File: config.mk
export PLATFORM = sky130hd
export DESIGN_NAME = ecn_injection_delay_control
export DESIGN_NICKNAME = d
export VERILOG_FILES = /design/src/rtl/ecnidc_pkg.sv /design/src/rtl/ecn_injection_delay_control.sv /design/src/rtl/ecnidc_ram.sv
export SDC_FILE = /design/constraint.sdc
export NUM_CORES = 1
export LEC_CHECK = 0
export ABC_CLOCK_PERIOD_IN_PS = 6700
export BUFFER_PORTS_ARGS = -buffer_cell sky130_fd_sc_hd__clkbuf_2
export CAP_MARGIN = 10
export CORE_MARGIN = 3
export CORE_UTILIZATION = 62
export CTS_BUF_LIST = sky130_fd_sc_hd__clkbuf_8
export CTS_CLUSTER_SIZE = 30
export DETAILED_ROUTE_END_ITERATION = 16
export GPL_TIMING_DRIVEN = 0
export PLACE_DENSITY_LB_ADDON = 0.15
export SYNTH_ARGS = -nofsm -noshare
export SYNTH_HDL_FRONTEND = slang
export SYNTH_SLANG_ARGS = --single-unit
File: constraint.sdc
create_clock -name clk -period 6.7 [get_ports clk]
set_input_delay 1.675 -clock clk [delete_from_list [all_inputs] [get_ports clk]]
set_output_delay 1.675 -clock clk [all_outputs]
set_load 0.01 [all_outputs]
File: src/rtl/ecnidc_pkg.sv
// Shared types and constants for the congestion-notification injection throttle.
// Holds the input/result word structs, the per-flow state record and the codes.
// No dependencies.
`default_nettype none

package ecnidc_pkg;

  localparam int DELAY_W = 16;
  localparam int TIMER_W = 16;
  localparam int WAIT_W  = 24;
  localparam int SCALE_W = 8;
  localparam int CFG_IDX_W  = 3;
  localparam int CFG_DATA_W = 16;
  localparam int STATE_DEPTH = 1;

  typedef enum logic [1:0] {
    CMD_TICK  = 2'd0,
    CMD_ACK   = 2'd1,
    CMD_FLIT  = 2'd2,
    CMD_START = 2'd3
  } cmd_t;

  typedef enum logic [CFG_IDX_W-1:0] {
    REG_DECAY_PERIOD  = 3'd0,
    REG_TIMER_ONLY    = 3'd1,
    REG_WAIT_SCALE    = 3'd2,
    REG_DELAY_STEP    = 3'd3,
    REG_DELAY_LIMIT   = 3'd4,
    REG_DOUBLING_MODE = 3'd5
  } cfg_reg_t;

  typedef struct packed {
    logic [1:0] command;
    logic       congested;
    logic       is_tail;
    logic       new_destination;
  } in_word_t;

  typedef struct packed {
    logic [DELAY_W-1:0] delay;
    logic               may_start;
  } out_word_t;

  typedef struct packed {
    logic [DELAY_W-1:0] delay_value;
    logic [TIMER_W-1:0] decay_timer;
    logic [WAIT_W-1:0]  wait_count;
    logic               tail_done;
  } state_t;

  localparam int STATE_W = $bits(state_t);

  localparam state_t STATE_RESET = '{
    delay_value: '0,
    decay_timer: '0,
    wait_count:  '0,
    tail_done:   1'b1
  };

  localparam logic [WAIT_W-1:0]  WAIT_MAX  = {WAIT_W{1'b1}};
  localparam logic [TIMER_W-1:0] TIMER_MAX = {TIMER_W{1'b1}};

  localparam logic [15:0] DECAY_PERIOD_RST = 16'd1000;
  localparam logic [7:0]  WAIT_SCALE_RST   = 8'd1;
  localparam logic [15:0] DELAY_STEP_RST   = 16'd1;
  localparam logic [15:0] DELAY_LIMIT_RST  = 16'd64;

endpackage

`default_nettype wire

File: src/rtl/ecn_injection_delay_control.sv
// Top level of the congestion-notification injection throttle.
// Depends on ecnidc_pkg and ecnidc_ram (flow state record storage).
//
// Usage:
//   cfg channel: write register cfg_index with cfg_data; cfg_ready is always high.
//     Write only while the block is idle. Indexes past the register list are ignored.
//   item channel: one word per event (tick, ack, flit sent, flow start).
//   result channel: one word per item, in order: the delay after the item and
//     whether a new packet may start.
// A word accepted passes the update and compare stages into the result register.
// Throughput: one word per cycle while result_ready is high. The flow state lives
//   in a one-entry RAM with registered read; the update of word n+1 takes word n's
//   state from a forward register, so reads and write-backs overlap without stalls.
// Pipeline: read / state update and write-back / delay*scale compare into the
//   result register. Each stage holds when the one after it is full and stalled,
//   so up to three words sit in the block while result_ready is low; item_ready
//   drops only when all stages are full.
// Reset: registers take their defaults, the stored state reads as delay 0,
//   timer 0, wait 0, tail done, and the pipeline empties. No clearing pass.
`default_nettype none

module ecn_injection_delay_control (
  input  wire logic                  clk,
  input  wire logic                  rst,
  input  wire logic                  item_valid,
  output logic                       item_ready,
  input  wire ecnidc_pkg::in_word_t  item,
  output logic                       result_valid,
  input  wire logic                  result_ready,
  output ecnidc_pkg::out_word_t      result,
  input  wire logic                  cfg_valid,
  output logic                       cfg_ready,
  input  wire logic [ecnidc_pkg::CFG_IDX_W-1:0]  cfg_index,
  input  wire logic [ecnidc_pkg::CFG_DATA_W-1:0] cfg_data
);

  import ecnidc_pkg::*;

  localparam int AW = (STATE_DEPTH > 1) ? $clog2(STATE_DEPTH) : 1;

  logic [15:0]        decay_period;
  logic               timer_only;
  logic [SCALE_W-1:0] wait_scale;
  logic [15:0]        delay_step;
  logic [15:0]        delay_limit;
  logic               doubling_mode;

  logic     s1_valid;
  in_word_t s1_word;
  logic     s2_valid;
  logic [DELAY_W-1:0] s2_delay;
  logic [WAIT_W-1:0]  s2_wait;
  logic               s2_tail;

  logic   mem_valid;
  logic   fwd_hit;
  state_t fwd_state;
  state_t rd_state;
  logic [STATE_W-1:0] rd_data;

  logic out_en, s2_en, s1_en, accept, commit;
  state_t cur, st_next;
  logic [TIMER_W-1:0] timer_inc;
  logic [DELAY_W:0]   dbl, sum;
  logic [WAIT_W-1:0]  prod;

  assign cfg_ready = 1'b1;

  always_ff @(posedge clk) begin
    if (rst) begin
      decay_period  <= DECAY_PERIOD_RST;
      timer_only    <= 1'b0;
      wait_scale    <= WAIT_SCALE_RST;
      delay_step    <= DELAY_STEP_RST;
      delay_limit   <= DELAY_LIMIT_RST;
      doubling_mode <= 1'b0;
    end else if (cfg_valid) begin
      case (cfg_index)
        REG_DECAY_PERIOD:  decay_period  <= cfg_data;
        REG_TIMER_ONLY:    timer_only    <= cfg_data[0];
        REG_WAIT_SCALE:    wait_scale    <= cfg_data[SCALE_W-1:0];
        REG_DELAY_STEP:    delay_step    <= cfg_data;
        REG_DELAY_LIMIT:   delay_limit   <= cfg_data;
        REG_DOUBLING_MODE: doubling_mode <= cfg_data[0];
        default: ;
      endcase
    end
  end

  assign out_en     = !result_valid || result_ready;
  assign s2_en      = !s2_valid || out_en;
  assign s1_en      = !s1_valid || s2_en;
  assign item_ready = s1_en;
  assign accept     = item_valid && s1_en;
  assign commit     = s1_valid && s2_en;

  ecnidc_ram #(
    .WIDTH(STATE_W),
    .DEPTH(STATE_DEPTH)
  ) u_state_ram (
    .clk    (clk),
    .wr_en  (commit),
    .wr_addr(AW'(0)),
    .wr_data(st_next),
    .rd_en  (accept),
    .rd_addr(AW'(0)),
    .rd_data(rd_data)
  );

  assign rd_state = state_t'(rd_data);

  always_comb begin
    if (fwd_hit) begin
      cur = fwd_state;
    end else if (mem_valid) begin
      cur = rd_state;
    end else begin
      cur = STATE_RESET;
    end
  end

  assign timer_inc = (cur.decay_timer != TIMER_MAX) ? cur.decay_timer + 1'b1 : cur.decay_timer;
  assign dbl = {cur.delay_value, 1'b0};
  assign sum = {1'b0, cur.delay_value} + {1'b0, delay_step};

  always_comb begin
    st_next = cur;
    case (cmd_t'(s1_word.command))
      CMD_TICK: begin
        if (cur.tail_done && cur.delay_value != '0 && cur.wait_count != WAIT_MAX) begin
          st_next.wait_count = cur.wait_count + 1'b1;
        end
        if (cur.delay_value != '0) begin
          if (timer_inc >= decay_period) begin
            st_next.delay_value = cur.delay_value - 1'b1;
            st_next.decay_timer = '0;
          end else begin
            st_next.decay_timer = timer_inc;
          end
        end
      end
      CMD_ACK: begin
        if (!s1_word.congested) begin
          if (!timer_only) begin
            if (cur.delay_value != '0) begin
              st_next.delay_value = cur.delay_value - 1'b1;
            end
            st_next.decay_timer = '0;
          end
        end else if (doubling_mode) begin
          if (cur.delay_value == '0) begin
            st_next.delay_value = delay_step;
          end else if (dbl > {1'b0, delay_limit}) begin
            st_next.delay_value = delay_limit;
          end else begin
            st_next.delay_value = dbl[DELAY_W-1:0];
          end
        end else if (cur.delay_value < delay_limit) begin
          if (sum > {1'b0, delay_limit}) begin
            st_next.delay_value = delay_limit;
          end else begin
            st_next.delay_value = sum[DELAY_W-1:0];
          end
        end
      end
      CMD_FLIT: begin
        st_next.tail_done = s1_word.is_tail;
        if (s1_word.is_tail) begin
          st_next.wait_count = '0;
        end
      end
      CMD_START: begin
        if (s1_word.new_destination) begin
          st_next.delay_value = '0;
          st_next.decay_timer = '0;
          st_next.wait_count  = '0;
        end
        st_next.tail_done = 1'b1;
      end
      default: ;
    endcase
  end

  always_ff @(posedge clk) begin
    if (rst) begin
      s1_valid     <= 1'b0;
      s2_valid     <= 1'b0;
      result_valid <= 1'b0;
      mem_valid    <= 1'b0;
      fwd_hit      <= 1'b0;
    end else begin
      if (s1_en) begin
        s1_valid <= item_valid;
        fwd_hit  <= commit;
      end
      if (s2_en) begin
        s2_valid <= s1_valid;
      end
      if (out_en) begin
        result_valid <= s2_valid;
      end
      if (commit) begin
        mem_valid <= 1'b1;
      end
    end
  end

  always_ff @(posedge clk) begin
    if (accept) begin
      s1_word <= item;
    end
    if (commit) begin
      fwd_state <= st_next;
      s2_delay  <= st_next.delay_value;
      s2_wait   <= st_next.wait_count;
      s2_tail   <= st_next.tail_done;
    end
    if (s2_valid && out_en) begin
      result.delay     <= s2_delay;
      result.may_start <= !s2_tail || (s2_wait >= prod);
    end
  end

  assign prod = s2_delay * wait_scale;

  a_commit_fills_s2: assert property (@(posedge clk) disable iff (rst)
    commit |=> s2_valid)
    else $error("committed word did not reach the compare stage");

  a_s2_fills_out: assert property (@(posedge clk) disable iff (rst)
    (s2_valid && out_en) |=> result_valid)
    else $error("compare stage word did not reach the result register");

  a_fwd_after_write: assert property (@(posedge clk) disable iff (rst)
    fwd_hit |-> mem_valid)
    else $error("forward hit without any state write-back");

  a_stall_holds_s1: assert property (@(posedge clk) disable iff (rst)
    (s1_valid && !s2_en) |=> (s1_valid && $stable(s1_word)))
    else $error("stalled update stage lost its word");

endmodule

`default_nettype wire

File: src/rtl/ecnidc_ram.sv
// Generic single-port-write, single-port-read RAM with registered read data.
// Parameterized by word width and depth; no dependencies.
`default_nettype none

module ecnidc_ram #(
  parameter int WIDTH = 8,
  parameter int DEPTH = 2,
  localparam int AW = (DEPTH > 1) ? $clog2(DEPTH) : 1
) (
  input  wire logic             clk,
  input  wire logic             wr_en,
  input  wire logic [AW-1:0]    wr_addr,
  input  wire logic [WIDTH-1:0] wr_data,
  input  wire logic             rd_en,
  input  wire logic [AW-1:0]    rd_addr,
  output logic      [WIDTH-1:0] rd_data
);

  logic [WIDTH-1:0] mem [DEPTH];

  always_ff @(posedge clk) begin
    if (wr_en) begin
      mem[wr_addr] <= wr_data;
    end
    if (rd_en) begin
      rd_data <= mem[rd_addr];
    end
  end

endmodule

`default_nettype wire
Word-level counts from Yosys, hierarchy flattened
Memories as Yosys holds them, arrays and structs flattened. A register that Yosys moved wholly into a read port is not among the register bits.
Index checks and enable logic that the tools add are counted.
{"block": "classes", "mul": 1, "n_reduce_logical": 23, "eq_ne": 10, "magnitude_cmp": 5, "n_addsub": 4, "n_mux": 23}
{"op": "$mux W16", "count": 11}
{"op": "$mux W57", "count": 2}
{"op": "$pmux W32 S3", "count": 1}
{"op": "$pmux W24 S3", "count": 1}
{"op": "$mux W32", "count": 2}
{"op": "$mux W56", "count": 1}
{"op": "$mux W24", "count": 2}
{"op": "$gt A17 B16 Y1", "count": 2}
{"op": "$add A24 B1 Y24 const B", "count": 1}
{"op": "$ge A24 B24 Y1", "count": 1}
{"op": "$mul A16 B8 Y24", "count": 1}
{"op": "$ne A24 B24 Y1 const B", "count": 1}
{"op": "$add A16 B16 Y17", "count": 1}
{"op": "$add A16 B1 Y16 const B", "count": 1}
{"op": "$ge A16 B16 Y1", "count": 1}
{"op": "$logic_not A16 Y1", "count": 1}
{"op": "$lt A16 B16 Y1", "count": 1}
{"op": "$ne A16 B16 Y1 const B", "count": 1}
{"op": "$reduce_bool A16 Y1", "count": 1}
{"op": "$sub A16 B1 Y16 const B", "count": 1}
{"op": "$reduce_and A2 Y1", "count": 6}
{"op": "$eq A3 B2 Y1 const B", "count": 2}
{"op": "$eq A3 B3 Y1 const B", "count": 2}
{"op": "$logic_and A1 B1 Y1", "count": 5}
{"op": "9 further kinds", "count": 17}
{"block": "word_totals", "ram_bits": 57, "output_inout_bits": 20, "inputBits": 29, "elab_cells": 88, "register_bits": 142, "memories": 1}
{"name": "u_state_ram.mem", "depth": 1, "word_bits": 57, "read_ports": 1, "rd_clocked_by_memory_dff": 1, "write_ports": 1, "line_no": "ecnidc_ram.sv:19", "rtl": "logic [WIDTH-1:0] mem [DEPTH];"}

Longest topological paths before layout
{"block": "depth", "word_depth": 9, "depth_mapped": 25}

Hierarchy
From an unflattened synthesis, not the netlist that was laid out.
{"block": "hier_totals", "hier_cells": 1940, "hier_area_um2": 18828.1}
{"module": "ecn_injection_delay_control", "instances": 1, "cells_each": 1826, "area_per_inst_um2": 15404.8}
{"module": "ecnidc_ram", "instances": 1, "cells_each": 114, "area_per_inst_um2": 3423.3}

Least setup slack after synthesis
OpenSTA, ideal clock, no wires.
{"block": "synth_path", "path_type": "register -> register", "from": "register fwd_state[45] (netlist name)", "to": "register result[0] (netlist bit) (data pin)", "stages_incl_launch_ff": 22, "slack_ps": 787, "n_path_buf": 1, "period_less_slack_ps": 5913, "t_arrival_ps": 5641, "cell_sequence": "edfxtp_1 clkbuf_1 and2_1 fa_1 fa_1 fa_1 inv_1 fa_1 inv_1 ha_1 a21o_1 or4_1 o211ai_1 nand2_1 a211o_1 a2111o_1 o211ai_1 ha_1 nand2_1 nand3b_1 a2111oi_0 a21oi_1"}
{"element": "end: declaration", "line_no": "ecn_injection_delay_control.sv:30", "rtl": "output ecnidc_pkg::out_word_t result,"}

==> flow_summary.ini <==
[floorplanning]
num_rows = 61
ios = 49
dieArea_um2 = 30500
core-area_um2 = 27900
initial_core_util_pct = 63.2
die_width_um = 175
dieHeight_um = 175

[finish]
multi_input_area_um2 = 11200
areaGrowthSynthToFinish_pct = 8.83
final_area_um2 = 19200
fillCellCount = 2241
regArea_um2 = 5350
fin_util_pct = 68.8
final_nets = 2297
antennaDiodeCount = 0
drive_gt1_share_pct = 9.77

[logic_synthesis]
synth_nets = 2205
synthTopCellsByArea = edfxtp_1 (23%), ha_1 (11%), fa_1 (9.7%), dfxtp_1 (7.2%), nand2_1 (4.3%)
ys_seq_area_share_pct = 30.3
netlist_area_um2 = 17600
yosys.area.top_type = edfxtp_1
yosysTopAreaCellShare_pct = 23.2
avgSynthCellArea_um2 = 9.07
synth_ff_type = edfxtp_1
syn_inst = 1942
synth_edf_count = 136
synthArstFlopShare_pct = 0
synth_cell_types = 92
yosysWarnings = 0
ys_ff_latch = 199

[placement]
io_buffers = 44
place_area_um2 = 18400
hpwl_um = 41800
gp_congestion = 0.999
post-place-ws_ns = -0.480

[pwr]
power.density_nw_per_um2 = 176
finalPower_mw = 3.38
net-switching-power_mw = 1.25
ir_worst_vdd_uv = 153
pwr-share-comb_pct = 31.2
p_leak_nw = 8.13
p_int_mw = 2.13
switching_share_pct = 37.0
power_frac_clock_pct = 26.3
pwr-share-seq_pct = 42.5

[routing]
via_count = 15700
wirelength_um = 54400
drc_errors = 0
antenna_left = 0
drtPass1Iterations = 10
vias_per_cell = 6.48
drt_first_iter_violations = 1755
routedWlPerCell_um = 22.4

[setup_path]
crit_type = reg2reg
worstSetupEndpointType = flop
cp-start-kind = flop
r2r-end = fwd_state[42]$_DFFE_PP_
r2r-start = mem_valid$_SDFFE_PP0P_
critPathMaxFanout = 10
reg2reg_slack_ns = 0.25
startpoint = mem_valid$_SDFFE_PP0P_
cp.arrival_ns = 6.66
cp-endpoint = fwd_state[42]$_DFFE_PP_
reg2reg_depth = 23
cp.required_ns = 6.91

[clocking]
cts.sinks = 199
tritoncts = yes
cts_root_buffer = clkbuf_8
cts_max_level = 4
hold_buffers = 0
clk_path_buf_depth = 2
cts_buffers = 17
path_clk_slew_ns = 0.12
clock_latency_ns = 0.51

[sta]
min_period_over_period_pct = 96.3
rsz0062_at_grt = true
setup_viol = 0
finalHoldViolCount = 0
maxSlewHeadroom_pct = 28.5
slew_violations = 0
max_freq_ghz = 0.155
clock_skew_ns = 0.0191
fin_ws_ns = 0.251
tightestPinTransition_ns = 1.07
period_needed_ns = 6.45
whs_ns = 0.459

[global_route]
grt_pass1_vias = 15200
grt_pass1_wl_um = 84300
grt_max_degree = 36
antenna_found_initial = 1
grt_overflow = 0
grt_use_total_pct = 35.2

[min_path]
min_path_type = reg2reg

[run]
cap_violations = 0

[status]
outcome = finished, final reports clean
sequential cells by signal, indices dropped and copies added (netlist names), 4 cells and up:
name	count
wait_scale	8
u_state_ram.mem	4
decay_period	16
u_state_ram.rd_data	57
fwd_state	53
delay_step	16
s1_word	5
result	17
delay_limit	16
critical path, stage by stage (launching register included):
cell,delay (ns)
dfxtp_1,0.35
buf_6,0.17
nor2b_4,0.32
buf_6,0.26
buf_4,0.25
a22o_2,0.21
ha_1,0.18
inv_1,0.08
a221oi_1,0.41
and4b_1,0.37
and3_1,0.17
buf_2,0.22
nor2_1,0.14
xnor2_1,0.25
ha_1,0.29
a21o_1,0.18
a21o_1,0.17
a221oi_1,0.27
o31ai_1,0.20
a221oi_4,0.57
clkbuf_1,0.51
nor3_1,0.16
o211ai_1,0.19
o311ai_0,0.21
logic make-up (layout without fill, tap and decap cells):
kind of cell	Yosys count	after routing	synth area share, %
AOI/OAI and AO/OA	485	485	18.9
xor gates and xnor gates	74	74	3.68
adders and majority gates	234	234	20.2
buffers and inverters	285	390	6.52
DFF	199	199	30.3
muxes	24	24	1.37
other	1	1	0.0213
and+or+nand+nor	640	640	18.9
cell type report:
| type | count | area share [%] |
|---|---|---|
| Clock buffer | 18 | 1.29 |
| Multi-Input combinational cell | 1458 | 58.5 |
| Inverter | 185 | 3.62 |
| Clock inverter | 14 | 1.06 |
| Buffer | 94 | 2.36 |
| Timing Repair Buffer | 79 | 2.77 |
| Tap cell | 378 | 2.47 |
| Sequential cell | 199 | 27.9 |
cell usage in the layout (no fill, tap or decap), types with 14 or more instances in the layout:
cell	instances
nor4_1	14
o22ai_1	25
nor3_1	42
a211oi_1	16
nand2_1	204
dfxtp_1	57
a21o_1	39
xor2_1	27
and3_1	25
and2_1	114
xnor2_1	47
a22oi_1	31
clkbuf_2	50
clkbuf_8	18
buf_4	35
buf_2	16
o211ai_1	17
a21oi_1	122
nand4_1	32
o21ai_0	63
inv_1	180
a211o_1	17
fa_1	85
clkbuf_1	55
edfxtp_1	136
nor2_1	79
ha_1	149
mux2i_1	23
nand3_1	46
how the worst min path moves through the flow:
stage	cells past startpoint	slack, ns	end	from
after floorplan	0	0.43	u_state_ram.rd_data[27]$_DFFE_PP_	fwd_state[27]$_DFFE_PP_
after global placement	0	0.43	u_state_ram.rd_data[34]$_DFFE_PP_	fwd_state[34]$_DFFE_PP_
after detailed placement	0	0.43	u_state_ram.rd_data[34]$_DFFE_PP_	fwd_state[34]$_DFFE_PP_
after CTS	0	0.46	u_state_ram.rd_data[34]$_DFFE_PP_	fwd_state[34]$_DFFE_PP_
after global routing	0	0.48	u_state_ram.rd_data[34]$_DFFE_PP_	fwd_state[34]$_DFFE_PP_
final	0	0.46	u_state_ram.rd_data[27]$_DFFE_PP_	fwd_state[27]$_DFFE_PP_
power groups by stage:
stage / Clock (mW) / Sequential (mW) / Combinational [mW]
2_1_floorplan: 0 / 1.44 / 0.703
3_3_place_gp: 0 / 1.46 / 0.962
3_5_place_dp: 0 / 1.46 / 0.987
4_1_cts: 0.888 / 1.44 / 0.995
5_1_grt: 0.941 / 1.44 / 1.15
6_report: 0.888 / 1.44 / 1.05
metal layers:
metal | track usage, % | vias up | wire length (um)
li1 | - | 7201 | -
met1 | 46.7 | 7477 | 22000
met2 | 56.9 | 857 | 25100
met3 | 5.17 | 168 | 4560
met4 | 17.0 | 0 | 2680
met5 | 0 | - | 0
Yosys cell counts (6+ instances only):
library cell / instances
nand2_1: 204
inv_1: 181
ha_1: 149
edfxtp_1: 136
a21oi_1: 122
and2_1: 115
fa_1: 85
nor2_1: 80
clkbuf_1: 68
o21ai_0: 65
dfxtp_1: 63
xnor2_1: 47
nand3_1: 46
nor3_1: 42
a21o_1: 39
a22oi_1: 34
nand4_1: 32
xor2_1: 27
and3_1: 25
o22ai_1: 25
mux2i_1: 23
a211oi_1: 19
buf_2: 18
a211o_1: 17
o211ai_1: 17
a31oi_1: 14
nor4_1: 14
nand3b_1: 13
o21a_1: 13
nand4b_1: 10
nor2b_1: 10
o221ai_1: 10
nand2b_1: 9
o2bb2ai_1: 9
o31ai_1: 9
a221oi_1: 7
a22o_1: 7
o21bai_1: 7
a2111oi_0: 6
a41oi_1: 6
o41ai_1: 6
or3_1: 6
through the flow:
step | cells | TNS [ns]
after floorplan | 1942 | 0
after global placement | 2364 | -28.89
after detailed placement | 2368 | -4.88
after CTS | 2399 | 0
after global routing | 2425 | -0.0786
final | 2425 | 0
timing repair:
item                                   CTS  global route
buffers inserted                         0            31
resized for setup                        8            39
pin swaps                                0             3
endpoints found under the hold margin    0             0
setup endpoints to repair               17            17
Power figures use the tool's default switching activity.
